==> src/rtl/clns_pkg.sv <==
`default_nettype none
package clns_pkg;

	localparam int unsigned CfgIndexWidth = 3;
	localparam int unsigned CfgDataWidth  = 16;
	localparam int unsigned StepWidth     = 4;

	localparam logic [9:0]  PulseLengthReset   = 10'd10;
	localparam logic [9:0]  SettleTimeReset    = 10'd150;
	localparam logic [15:0] PowerUpWaitReset   = 16'd40000;
	localparam logic [15:0] InitWaitLongReset  = 16'd5000;
	localparam logic [9:0]  InitWaitShortReset = 10'd150;
	localparam logic [15:0] SlowCmdWaitReset   = 16'd2000;

	localparam logic [7:0] CmdFuncSet = 8'h28;
	localparam logic [7:0] CmdDispOn  = 8'h0E;
	localparam logic [7:0] CmdClear   = 8'h01;
	localparam logic [7:0] CmdHome    = 8'h02;
	localparam logic [7:0] CmdEntry   = 8'h06;
	localparam logic [7:0] AddrRow1   = 8'h80;
	localparam logic [7:0] AddrRow2   = 8'hC0;
	localparam logic [3:0] InitNibble = 4'h3;
	localparam logic [3:0] Mode4Bit   = 4'h2;

	localparam logic [StepWidth-1:0] ByteLastStep = 4'd1;
	localparam logic [StepWidth-1:0] InitLastStep = 4'd11;

	typedef enum logic [2:0] {
		MODE_COMMAND = 3'd0,
		MODE_DATA    = 3'd1,
		MODE_CURSOR  = 3'd2,
		MODE_CLEAR   = 3'd3,
		MODE_HOME    = 3'd4,
		MODE_INIT    = 3'd5
	} mode_t;

	typedef enum logic [CfgIndexWidth-1:0] {
		REG_PULSE_LENGTH    = 3'd0,
		REG_SETTLE_TIME     = 3'd1,
		REG_POWER_UP_WAIT   = 3'd2,
		REG_INIT_WAIT_LONG  = 3'd3,
		REG_INIT_WAIT_SHORT = 3'd4,
		REG_SLOW_CMD_WAIT   = 3'd5
	} reg_index_t;

	typedef enum logic {
		ST_IDLE,
		ST_RUN
	} state_t;

	typedef enum logic [1:0] {
		EXTRA_NONE,
		EXTRA_LONG,
		EXTRA_SHORT,
		EXTRA_SLOW
	} extra_t;

	typedef struct packed {
		logic [2:0] mode;
		logic [7:0] byte_value;
		logic [1:0] row;
		logic [4:0] column;
	} req_t;

	typedef struct packed {
		logic        reg_select;
		logic [3:0]  nibble;
		logic [15:0] wait_before;
		logic [9:0]  enable_ticks;
		logic [16:0] wait_after;
		logic        last;
	} rsp_t;

	typedef struct packed {
		logic [9:0]  pulse_length;
		logic [9:0]  settle_time;
		logic [15:0] power_up_wait;
		logic [15:0] init_wait_long;
		logic [9:0]  init_wait_short;
		logic [15:0] slow_cmd_wait;
	} cfg_t;

	typedef struct packed {
		logic       valid;
		logic       reg_select;
		logic [3:0] nibble;
		extra_t     extra;
		logic       power_up;
		logic       last;
	} step_t;

	function automatic step_t init_step(input logic [StepWidth-1:0] idx);
		step_t s;
		s.valid      = 1'b1;
		s.reg_select = 1'b0;
		s.nibble     = InitNibble;
		s.extra      = EXTRA_NONE;
		s.power_up   = 1'b0;
		s.last       = 1'b0;
		case (idx)
			4'd0: begin
				s.power_up = 1'b1;
				s.extra    = EXTRA_LONG;
			end
			4'd1: s.extra = EXTRA_SHORT;
			4'd2: s.nibble = InitNibble;
			4'd3: s.nibble = Mode4Bit;
			4'd4: s.nibble = CmdFuncSet[7:4];
			4'd5: s.nibble = CmdFuncSet[3:0];
			4'd6: s.nibble = CmdDispOn[7:4];
			4'd7: s.nibble = CmdDispOn[3:0];
			4'd8: s.nibble = CmdClear[7:4];
			4'd9: begin
				s.nibble = CmdClear[3:0];
				s.extra  = EXTRA_SLOW;
			end
			4'd10: s.nibble = CmdEntry[7:4];
			4'd11: begin
				s.nibble = CmdEntry[3:0];
				s.last   = 1'b1;
			end
			default: s.valid = 1'b0;
		endcase
		return s;
	endfunction

endpackage
`default_nettype wire

==> src/rtl/char_lcd_nibble_sequencer.sv <==
// Channel    Handshake                   Payload
// request    start, busy                 req (clns_pkg::req_t)
// result     result_strobe               result (clns_pkg::rsp_t)
// config     cfg_we                      cfg_index, cfg_data
//
// A request is taken when start is high and busy is low. Its first nibble
// transfer passes the sequencer state/step registers and the result register,
// then one per cycle from the step counter: 2 for a byte request, 12 for init.
// A request that yields no transfer (bad row, unused mode) leaves busy low.
// Reset clears the registers to their defaults and the sequencer to idle.
// Results are shown for one cycle each; the receiver cannot stall them.
`default_nettype none
module char_lcd_nibble_sequencer (
	input  wire logic                                 clk,
	input  wire logic                                 arst_n,
	input  wire logic                                 start,
	output logic                                      busy,
	input  wire clns_pkg::req_t                       req,
	output logic                                      result_strobe,
	output clns_pkg::rsp_t                            result,
	input  wire logic                                 cfg_we,
	input  wire logic [clns_pkg::CfgIndexWidth-1:0]   cfg_index,
	input  wire logic [clns_pkg::CfgDataWidth-1:0]    cfg_data
);

	clns_pkg::cfg_t  cfg;
	clns_pkg::step_t step;
	logic            run;

	clns_cfg_regs u_cfg_regs (
		.clk       (clk),
		.arst_n    (arst_n),
		.cfg_we    (cfg_we),
		.cfg_index (cfg_index),
		.cfg_data  (cfg_data),
		.cfg       (cfg)
	);

	clns_sequencer u_sequencer (
		.clk    (clk),
		.arst_n (arst_n),
		.start  (start),
		.req    (req),
		.run    (run),
		.step   (step)
	);

	clns_xfer_unit u_xfer_unit (
		.clk           (clk),
		.arst_n        (arst_n),
		.step          (step),
		.cfg           (cfg),
		.result_strobe (result_strobe),
		.result        (result)
	);

	assign busy = run;

	assert property (@(posedge clk) disable iff (!arst_n)
		(start && !busy) |=> !result_strobe)
		else $error("transfer appeared in the cycle right after a request");

	assert property (@(posedge clk) disable iff (!arst_n)
		(result_strobe && result.last) |=> !result_strobe)
		else $error("transfer followed the final transfer of a request");

	assert property (@(posedge clk) disable iff (!arst_n)
		(result_strobe && (result.wait_before != 16'd0)) |->
		((result.nibble == clns_pkg::InitNibble) && !result.last && !result.reg_select))
		else $error("power-up wait on a transfer other than the first init nibble");

endmodule
`default_nettype wire

==> src/rtl/clns_cfg_regs.sv <==
`default_nettype none
module clns_cfg_regs (
	input  wire logic                                 clk,
	input  wire logic                                 arst_n,
	input  wire logic                                 cfg_we,
	input  wire logic [clns_pkg::CfgIndexWidth-1:0]   cfg_index,
	input  wire logic [clns_pkg::CfgDataWidth-1:0]    cfg_data,
	output clns_pkg::cfg_t                            cfg
);

	clns_pkg::cfg_t cfg_q;

	always_ff @(posedge clk or negedge arst_n) begin
		if (!arst_n) begin
			cfg_q.pulse_length    <= clns_pkg::PulseLengthReset;
			cfg_q.settle_time     <= clns_pkg::SettleTimeReset;
			cfg_q.power_up_wait   <= clns_pkg::PowerUpWaitReset;
			cfg_q.init_wait_long  <= clns_pkg::InitWaitLongReset;
			cfg_q.init_wait_short <= clns_pkg::InitWaitShortReset;
			cfg_q.slow_cmd_wait   <= clns_pkg::SlowCmdWaitReset;
		end else if (cfg_we) begin
			case (cfg_index)
				clns_pkg::REG_PULSE_LENGTH:    cfg_q.pulse_length    <= cfg_data[9:0];
				clns_pkg::REG_SETTLE_TIME:     cfg_q.settle_time     <= cfg_data[9:0];
				clns_pkg::REG_POWER_UP_WAIT:   cfg_q.power_up_wait   <= cfg_data;
				clns_pkg::REG_INIT_WAIT_LONG:  cfg_q.init_wait_long  <= cfg_data;
				clns_pkg::REG_INIT_WAIT_SHORT: cfg_q.init_wait_short <= cfg_data[9:0];
				clns_pkg::REG_SLOW_CMD_WAIT:   cfg_q.slow_cmd_wait   <= cfg_data;
				default: ;
			endcase
		end
	end

	assign cfg = cfg_q;

endmodule
`default_nettype wire

==> src/rtl/clns_sequencer.sv <==
`default_nettype none
module clns_sequencer (
	input  wire logic           clk,
	input  wire logic           arst_n,
	input  wire logic           start,
	input  wire clns_pkg::req_t req,
	output logic                run,
	output clns_pkg::step_t     step
);

	clns_pkg::state_t state_q, state_d;
	logic [clns_pkg::StepWidth-1:0] step_q;
	logic [clns_pkg::StepWidth-1:0] last_step_q;
	logic [7:0] byte_q;
	logic       rs_q;
	logic       slow_q;
	logic       init_q;

	logic       accept;
	logic       req_ok;
	logic [7:0] req_byte;
	logic       req_rs;
	logic       req_slow;
	logic       req_init;
	logic [7:0] cursor_addr;
	logic       step_done;

	assign accept      = start && (state_q == clns_pkg::ST_IDLE);
	assign cursor_addr = {3'b000, req.column} - 8'd1;
	assign step_done   = (step_q == last_step_q);

	always_comb begin
		req_ok   = 1'b1;
		req_byte = req.byte_value;
		req_rs   = 1'b0;
		req_slow = 1'b0;
		req_init = 1'b0;
		case (req.mode)
			clns_pkg::MODE_COMMAND: req_byte = req.byte_value;
			clns_pkg::MODE_DATA:    req_rs   = 1'b1;
			clns_pkg::MODE_CURSOR: begin
				if (req.row == 2'd1) begin
					req_byte = cursor_addr | clns_pkg::AddrRow1;
				end else if (req.row == 2'd2) begin
					req_byte = cursor_addr | clns_pkg::AddrRow2;
				end else begin
					req_ok = 1'b0;
				end
			end
			clns_pkg::MODE_CLEAR: begin
				req_byte = clns_pkg::CmdClear;
				req_slow = 1'b1;
			end
			clns_pkg::MODE_HOME: begin
				req_byte = clns_pkg::CmdHome;
				req_slow = 1'b1;
			end
			clns_pkg::MODE_INIT: req_init = 1'b1;
			default: req_ok = 1'b0;
		endcase
	end

	always_comb begin
		state_d = state_q;
		case (state_q)
			clns_pkg::ST_IDLE: if (accept && req_ok) state_d = clns_pkg::ST_RUN;
			clns_pkg::ST_RUN:  if (step_done) state_d = clns_pkg::ST_IDLE;
			default: state_d = clns_pkg::ST_IDLE;
		endcase
	end

	always_ff @(posedge clk or negedge arst_n) begin
		if (!arst_n) begin
			state_q <= clns_pkg::ST_IDLE;
			step_q  <= '0;
		end else begin
			state_q <= state_d;
			if (accept) begin
				step_q <= '0;
			end else if (state_q == clns_pkg::ST_RUN) begin
				step_q <= step_q + 4'd1;
			end
		end
	end

	always_ff @(posedge clk) begin
		if (accept) begin
			byte_q      <= req_byte;
			rs_q        <= req_rs;
			slow_q      <= req_slow;
			init_q      <= req_init;
			last_step_q <= req_init ? clns_pkg::InitLastStep : clns_pkg::ByteLastStep;
		end
	end

	always_comb begin
		run = (state_q == clns_pkg::ST_RUN);
		if (init_q) begin
			step = clns_pkg::init_step(step_q);
		end else begin
			step.valid      = 1'b1;
			step.reg_select = rs_q;
			step.nibble     = step_q[0] ? byte_q[3:0] : byte_q[7:4];
			step.extra      = (step_q[0] && slow_q) ? clns_pkg::EXTRA_SLOW
				: clns_pkg::EXTRA_NONE;
			step.power_up   = 1'b0;
			step.last       = step_q[0];
		end
		step.valid = step.valid && run;
	end

	assert property (@(posedge clk) disable iff (!arst_n)
		(state_q == clns_pkg::ST_RUN) |-> (step_q <= last_step_q))
		else $error("step counter ran past the end of the request");

endmodule
`default_nettype wire

==> src/rtl/clns_xfer_unit.sv <==
`default_nettype none
module clns_xfer_unit (
	input  wire logic            clk,
	input  wire logic            arst_n,
	input  wire clns_pkg::step_t step,
	input  wire clns_pkg::cfg_t  cfg,
	output logic                 result_strobe,
	output clns_pkg::rsp_t       result
);

	logic [15:0]    extra;
	logic [16:0]    wait_sum;
	logic           strobe_q;
	clns_pkg::rsp_t result_q;

	always_comb begin
		case (step.extra)
			clns_pkg::EXTRA_NONE:  extra = '0;
			clns_pkg::EXTRA_LONG:  extra = cfg.init_wait_long;
			clns_pkg::EXTRA_SHORT: extra = {6'd0, cfg.init_wait_short};
			clns_pkg::EXTRA_SLOW:  extra = cfg.slow_cmd_wait;
			default:               extra = '0;
		endcase
	end

	assign wait_sum = {7'd0, cfg.settle_time} + {1'b0, extra};

	always_ff @(posedge clk or negedge arst_n) begin
		if (!arst_n) begin
			strobe_q <= 1'b0;
		end else begin
			strobe_q <= step.valid;
		end
	end

	always_ff @(posedge clk) begin
		if (step.valid) begin
			result_q.reg_select   <= step.reg_select;
			result_q.nibble       <= step.nibble;
			result_q.wait_before  <= step.power_up ? cfg.power_up_wait : 16'd0;
			result_q.enable_ticks <= cfg.pulse_length;
			result_q.wait_after   <= wait_sum;
			result_q.last         <= step.last;
		end
	end

	assign result_strobe = strobe_q;
	assign result        = result_q;

endmodule
`default_nettype wire

==> config.mk <==
export PLATFORM = sky130hd
export DESIGN_NAME = char_lcd_nibble_sequencer
export DESIGN_NICKNAME = d
export VERILOG_FILES = /design/src/rtl/clns_pkg.sv /design/src/rtl/char_lcd_nibble_sequencer.sv /design/src/rtl/clns_cfg_regs.sv /design/src/rtl/clns_sequencer.sv /design/src/rtl/clns_xfer_unit.sv
export SDC_FILE = /design/constraint.sdc
export NUM_CORES = 1
export LEC_CHECK = 0
export BUFFER_PORTS_ARGS = -buffer_cell sky130_fd_sc_hd__buf_2
export CORE_UTILIZATION = 62
export CTS_CLUSTER_DIAMETER = 30
export CTS_CLUSTER_SIZE = 30
export DETAILED_ROUTE_END_ITERATION = 8
export PLACE_DENSITY = 0.85
export REMOVE_ABC_BUFFERS = 1
export SLEW_MARGIN = 20
export SYNTH_ARGS = -nofsm -noshare
export SYNTH_HDL_FRONTEND = slang
export SYNTH_SLANG_ARGS = --single-unit
export TNS_END_PERCENT = 100
==> constraint.sdc <==
create_clock -name clk -period 8 [get_ports clk]
set_input_delay 2.4 -clock clk [delete_from_list [all_inputs] [get_ports clk]]
set_output_delay 2.4 -clock clk [all_outputs]
set_load 0.02 [all_outputs]
# Yosys cells after proc, flatten, opt, wreduce, memory -nomap -nowiden

Cells that the tools add are included.

Output and inout port bits: 51
Bits in registers: 148
Logic and storage cells: 95
Input bits: 41

Bitwise logic cells: 1
Muxes and demuxes: 24
Reduce and logical (&&, ||, !) cells: 20
$add $sub $neg: 3
Eq/ne operators: 27

Operators by type and width:

| kind                | number |
|---|---|
| $pmux 16 s4         | 1 |
| $pmux 4 s6          | 1 |
| $pmux 8 s3          | 1 |
| $add 10x16->17      | 1 |
| $eq 4x3->1 const B  | 4 |
| $eq 4x4->1 const B  | 4 |
| $mux 4              | 4 |
| $mux 8              | 2 |
| $eq 3x2->1 const B  | 4 |
| $eq 3x3->1 const B  | 4 |
| $reduce_and 2->1    | 6 |
| $reduce_or 12->1    | 1 |
| $mux 1              | 10 |
| $mux 10             | 1 |
| $eq 4x2->1 const B  | 2 |
| $eq 2x2->1 const B  | 3 |
| $eq 3x1->1 const B  | 2 |
| $logic_not 3->1     | 2 |
| $pmux 2 s3          | 1 |
| $sub 5x1->6 const B | 1 |
| $reduce_or 5->1     | 1 |
| $add 4x1->4 const B | 1 |
| $eq 2x1->1 const B  | 2 |
| $eq 4x1->1 const B  | 1 |
| 10 further kinds    | 15 |

# Depth between registers and ports, before layout

Depth in word-level cells: 7
Gate-level depth with buffers: 16
Depth with buffers taken out: 13

# By module

A second synthesis with hierarchy kept.

Cell total of the unflattened synthesis: 481
Area total of the unflattened synthesis: 6774.0 um^2

Modules (own cells, without submodules):

| module         | sequential area each (um^2) | area each (um^2) | times used | cells an instance |
|---|---|---|---|---|
| clns_cfg_regs  | 1984.4                      | 3047.9           | 1          | 169 |
| clns_xfer_unit | 1496.4                      | 2533.7           | 1          | 183 |
| clns_sequencer | 455.4                       | 1192.4           | 1          | 129 |

# Worst setup path after synthesis

No wires, ideal clock.

Kind: register to register
Start point: register u_sequencer.step_q[0] (netlist bit)
End point: register u_xfer_unit.result_q, in the netlist u_xfer_unit.result[0] (enable)
Data required time: 7.513 ns
Path slack: 3.492 ns
Stages on the path, launching flop included: 8
Period minus slack after synthesis: 4.508 ns
Arrival time: 4.022 ns
Path buffers: 1
Setup time: 0.487 ns
Cells stage by stage: dfrtp_1 > clkbuf_1 > inv_1 > ha_1 > nor2_1 > o21ai_0 > o311ai_0 > a31oi_1

RTL lines:

| what                   | line                 | source |
|---|---|---|
| from (decl)            | clns_sequencer.sv:12 | `logic [clns_pkg::StepWidth-1:0] step_q;` |
| from (signal assigned) | clns_sequencer.sv:81 | `step_q <= step_q + 4'd1;` |
| to (decl)              | clns_xfer_unit.sv:14 | `clns_pkg::rsp_t result_q;` |

# Worst setup path after layout

Start point: register u_sequencer.step_q[0] (netlist bit)
End point: register u_xfer_unit.result_q, in the netlist u_xfer_unit.result[14] (data pin)

Cells in the longest elaborated chain, start to end: 6
Elaborated cells between the ends (all ways): 13
Classes of those cells: add/sub (1); eq/ne (5); mux (4); reduce/logical (3)

Ends and longest elaborated chain:

| what                                     | line                                   | source |
|---|---|---|
| $eq 4x4->1, or another cell as far along | clns_pkg.sv:100                        | `case (idx)` |
| $pmux 2 s3 or $mux 2 (tied branches)     | clns_pkg.sv:100, clns_sequencer.sv:104 |  |
| $mux 10 (*)                              | clns_sequencer.sv:98                   | `if (init_q) begin` |
| $eq 2x2->1, or another cell as far along | clns_xfer_unit.sv:17                   | `case (step.extra)` |
| $pmux 16 s4 (*)                          | clns_xfer_unit.sv:17                   |  |
| $add 10x16->17 (*)                       | clns_xfer_unit.sv:26                   | `assign wait_sum = {7'd0, cfg.settle_time} + {1'b0, extra};` |
| net u_xfer_unit.wait_sum[13]             | clns_xfer_unit.sv:12                   | `logic [16:0] wait_sum;` |

Mark *: on every way through the listed nets, which the timed path passes. The rest lies on a longest branch.
A chain may end at the register's enable or synchronous reset.

==> impl_results.md <==
- Crit end category: register
- Number of library cell types mapped by synthesis: 61
- Boundary pin count: 92
- Met3 WL: 718 µm
- FF-to-FF Start: u_sequencer.step_q[0]$_DFFE_PN0P_
- Share of cells above drive strength 1: 39.8%
- Setup CP Type: reg2reg
- Pwr dens: 377 nW/µm²
- Final period util: 57.1%
- DP Cell Count: 712
- Count leader, synth: mux2_2
- Root Buffer: clkbuf_8
- Yosys top cell by area: edfxtp_1
- Slew Limit Headroom: 24.7%
- Fmax: 219 MHz
- Clk pwr share: 26.0%
- H-tree Lvls: 4
- Worst Path Arrival: 4.84 ns
- # diodes: 0
- Status: finished clean
- DP HPWL: 8.88 mm
- Skew-Pair Late Insertion Delay: 0.53 ns
- Starting Density: 64.2%
- Largest cells by area after synthesis: edfxtp_1 (27%), dfrtp_1 (22%), mux2_2 (13%), dfstp_2 (10%), ha_1 (3.2%)
- # rows: 37
- NumNets Final: 654
- Synth top cells by count: mux2_2 (78), edfxtp_1 (60), dfrtp_1 (58)
- Clock slew at the register clock pins of the worst setup and hold paths: 0.06 ns
- Seq cells post-synth: 144
- Avg WL per Cell: 18.7 µm
- Vias in the first global route: 4,532
- Core area: 10,400 µm²
- Synth top area share: 27.1%
- All-layer global routing usage: 27.0%
- Worst Clk Skew: 0.00763 ns
- Ys async rst share: 58.3%
- Critical path endpoint: u_xfer_unit.result[14]$_DFFE_PP_
- Sequential fraction of design power: 41.7%
- Crit path launch type: register
- RSZ-0062 raised after global routing: no
- GP Congestion: 0.912
- Post-Syn Area: 6650 µm²
- Met1 Wirelength: 6.01 mm
- Vias per cell: 5.94
- Final TNS setup: 0 ns
- Cell depth of the worst flop-to-flop path: 12
- Post-synthesis sequential area ratio: 59.2%
- Final setup viols: 0
- Post_cts resized: 0
- TritonCTS Sinks: 144
- Leak: 3.29 nW
- CTS tree: done
- Global route overflow: 0
- Final Max Tran Viols: 0
- Min Tclk post-route: 4.57 ns
- Syn avg cell area: 13.2 µm²
- DR WL met2: 6.93 mm
- Mapped Cells: 503
- Die W: 106 µm
- Power share of the combinational group: 32.3%
- Synth Flop Type: edfxtp_1
- DR iter-0 viols: 289
- WHS: 0.441 ns
- Synth warn: 0
- Reg2Reg Setup Slack: 3.43 ns
- VDD IR-drop max: 0.242 mV
- Die footprint: 11,100 µm²
- Drt first pass iters: 5
- Die Y: 106 µm
- # Max-Cap Violations: 0
- Largest net degree at the start of global routing: 85
- Register Area: 3940 µm²
- Setup Fix Bufs, Post-CTS: 0
- Non-Filler Instances: 744
- Fillers: 662
- Post-synth EDFFs: 60
- Final hold vios: 0
- FF-to-FF End: u_xfer_unit.result[14]$_DFFE_PP_
- Sw Share: 34.9%
- Top sig layer: met4
- Quantity of hold-fixing buffers added after cts: 0
- Crit path launch: u_sequencer.step_q[0]$_DFFE_PN0P_
- First-pass GRT wire length: 22.6 mm
- Int Power: 1.92 mW
- Residual DRC: 0
- Port Buffer Count: 91
- Routed Wire Length: 13.9 mm
- Layout area overhead: 17.5%
- WP data required: 8.27 ns
- Hold Crit Class: reg2reg
- Max clock buf depth: 2
- Antenna-violating nets left: 0
- Tightest Pin Transition: 1.12 ns
- TritonCTS Buffers: 17
- Vias after detailed routing: 4,420
- Area of the multi-input gates: 2580 µm²
- Critical Path Fanout Max: 22
- Switch Pwr: 1.03 mW
- Initial antenna violation count: 0
-- flip-flops by register name, indices dropped and copies added, names as in the netlist --
register / flops
u_sequencer.run: 1
u_xfer_unit.result: 49
u_xfer_unit.result_strobe: 1
u_sequencer.slow_q: 1
u_sequencer.rs_q: 1
u_sequencer.step_q: 4
u_cfg_regs.cfg: 78
u_sequencer.last_step_q: 1
u_sequencer.byte_q: 8
-- metal layers --
layer	vias to the layer above	GRT usage, %
li1	2039	-
met1	2194	35.0
met2	158	44.4
met3	29	6.25
met4	0	10.4
met5	-	0
-- through the flow --
stage	worst slack, ns	cell area, µm²	power [mW]	utilization (%)
4_1_cts	3.50	7810	2.96	75.3
3_5_place_dp	3.54	7230	2.17	69.7
3_3_place_gp	3.81	7230	2.13	69.7
6_report	3.43	7820	2.95	75.4
5_1_grt	3.12	7820	3.09	75.4
2_1_floorplan	3.58	6550	1.87	-
-- power groups by stage --
stage | Combinational, mW | Clock (mW) | Sequential [mW]
2_1_floorplan | 0.469 | 0 | 1.40
3_3_place_gp | 0.910 | 0 | 1.22
3_5_place_dp | 0.941 | 0 | 1.23
4_1_cts | 0.953 | 0.779 | 1.23
5_1_grt | 1.03 | 0.808 | 1.25
6_report | 0.953 | 0.767 | 1.23
-- cell families (layout without fill, tap and decap cells) --
logic type / after synthesis / after routing / share of synthesized area (%)
adders and majority gates: 18 / 18 / 3.50
and+or+nand+nor: 114 / 114 / 9.08
muxes: 81 / 81 / 13.7
xor gates and xnor gates: 16 / 16 / 2.11
buffers and inverters: 36 / 141 / 2.29
DFF: 144 / 144 / 59.2
AOI/OAI and AO/OA: 94 / 94 / 10.2
-- cell type report --
class / instances / share of cell area [%]
flip-flops and latches: 144 / 50.4
multi-input cells: 323 / 33.0
repair buffers: 95 / 6.29
clock buffers: 19 / 5.79
well taps: 136 / 2.18
clock inverters: 13 / 1.71
inverters: 14 / 0.672
-- critical path, stage by stage, from the launching register on --
cell	delay, ns
dfrtp_1	0.55
inv_1	0.20
ha_1	0.34
and4bb_1	0.77
and2_1	0.58
nand2_1	0.12
nand2_1	0.09
ha_1	0.29
a21oi_1	0.25
o221ai_1	0.22
o31ai_1	0.56
a211oi_1	0.18
xnor2_1	0.16
-- cells in the final DEF, fill, tap and decap left out, types with 3 or more instances in the layout --
cell type	instances
or3_1	4
buf_4	4
o22ai_1	4
inv_1	14
mux2_2	78
o221ai_1	3
a211oi_1	4
a22o_1	4
xnor2_1	10
nand3b_1	3
and2_1	17
dfstp_2	26
o21ai_0	27
a22oi_1	11
ha_1	17
clkinv_2	5
clkinvlp_4	3
nor3_1	10
dfrtp_1	58
edfxtp_1	60
buf_2	90
nor2_1	16
nand2_1	36
clkbuf_16	17
nor2b_1	8
nand2b_1	3
and3_1	3
xor2_1	6
mux2i_1	3
a21oi_1	16
-- how the worst min path moves through the flow --
stage / startpoint / depth (start not counted) / endpoint
2_1_floorplan: u_cfg_regs.cfg[68]$_DFFE_PN0P_ / 0 / u_xfer_unit.result[18]$_DFFE_PP_
3_3_place_gp: u_cfg_regs.cfg[68]$_DFFE_PN0P_ / 0 / u_xfer_unit.result[18]$_DFFE_PP_
3_5_place_dp: u_cfg_regs.cfg[74]$_DFFE_PN0P_ / 0 / u_xfer_unit.result[24]$_DFFE_PP_
4_1_cts: u_cfg_regs.cfg[74]$_DFFE_PN0P_ / 0 / u_xfer_unit.result[24]$_DFFE_PP_
5_1_grt: u_cfg_regs.cfg[72]$_DFFE_PN0P_ / 0 / u_xfer_unit.result[22]$_DFFE_PP_
6_report: u_cfg_regs.cfg[74]$_DFFE_PN0P_ / 0 / u_xfer_unit.result[24]$_DFFE_PP_
No activity file was read; power rests on OpenSTA's default activity.
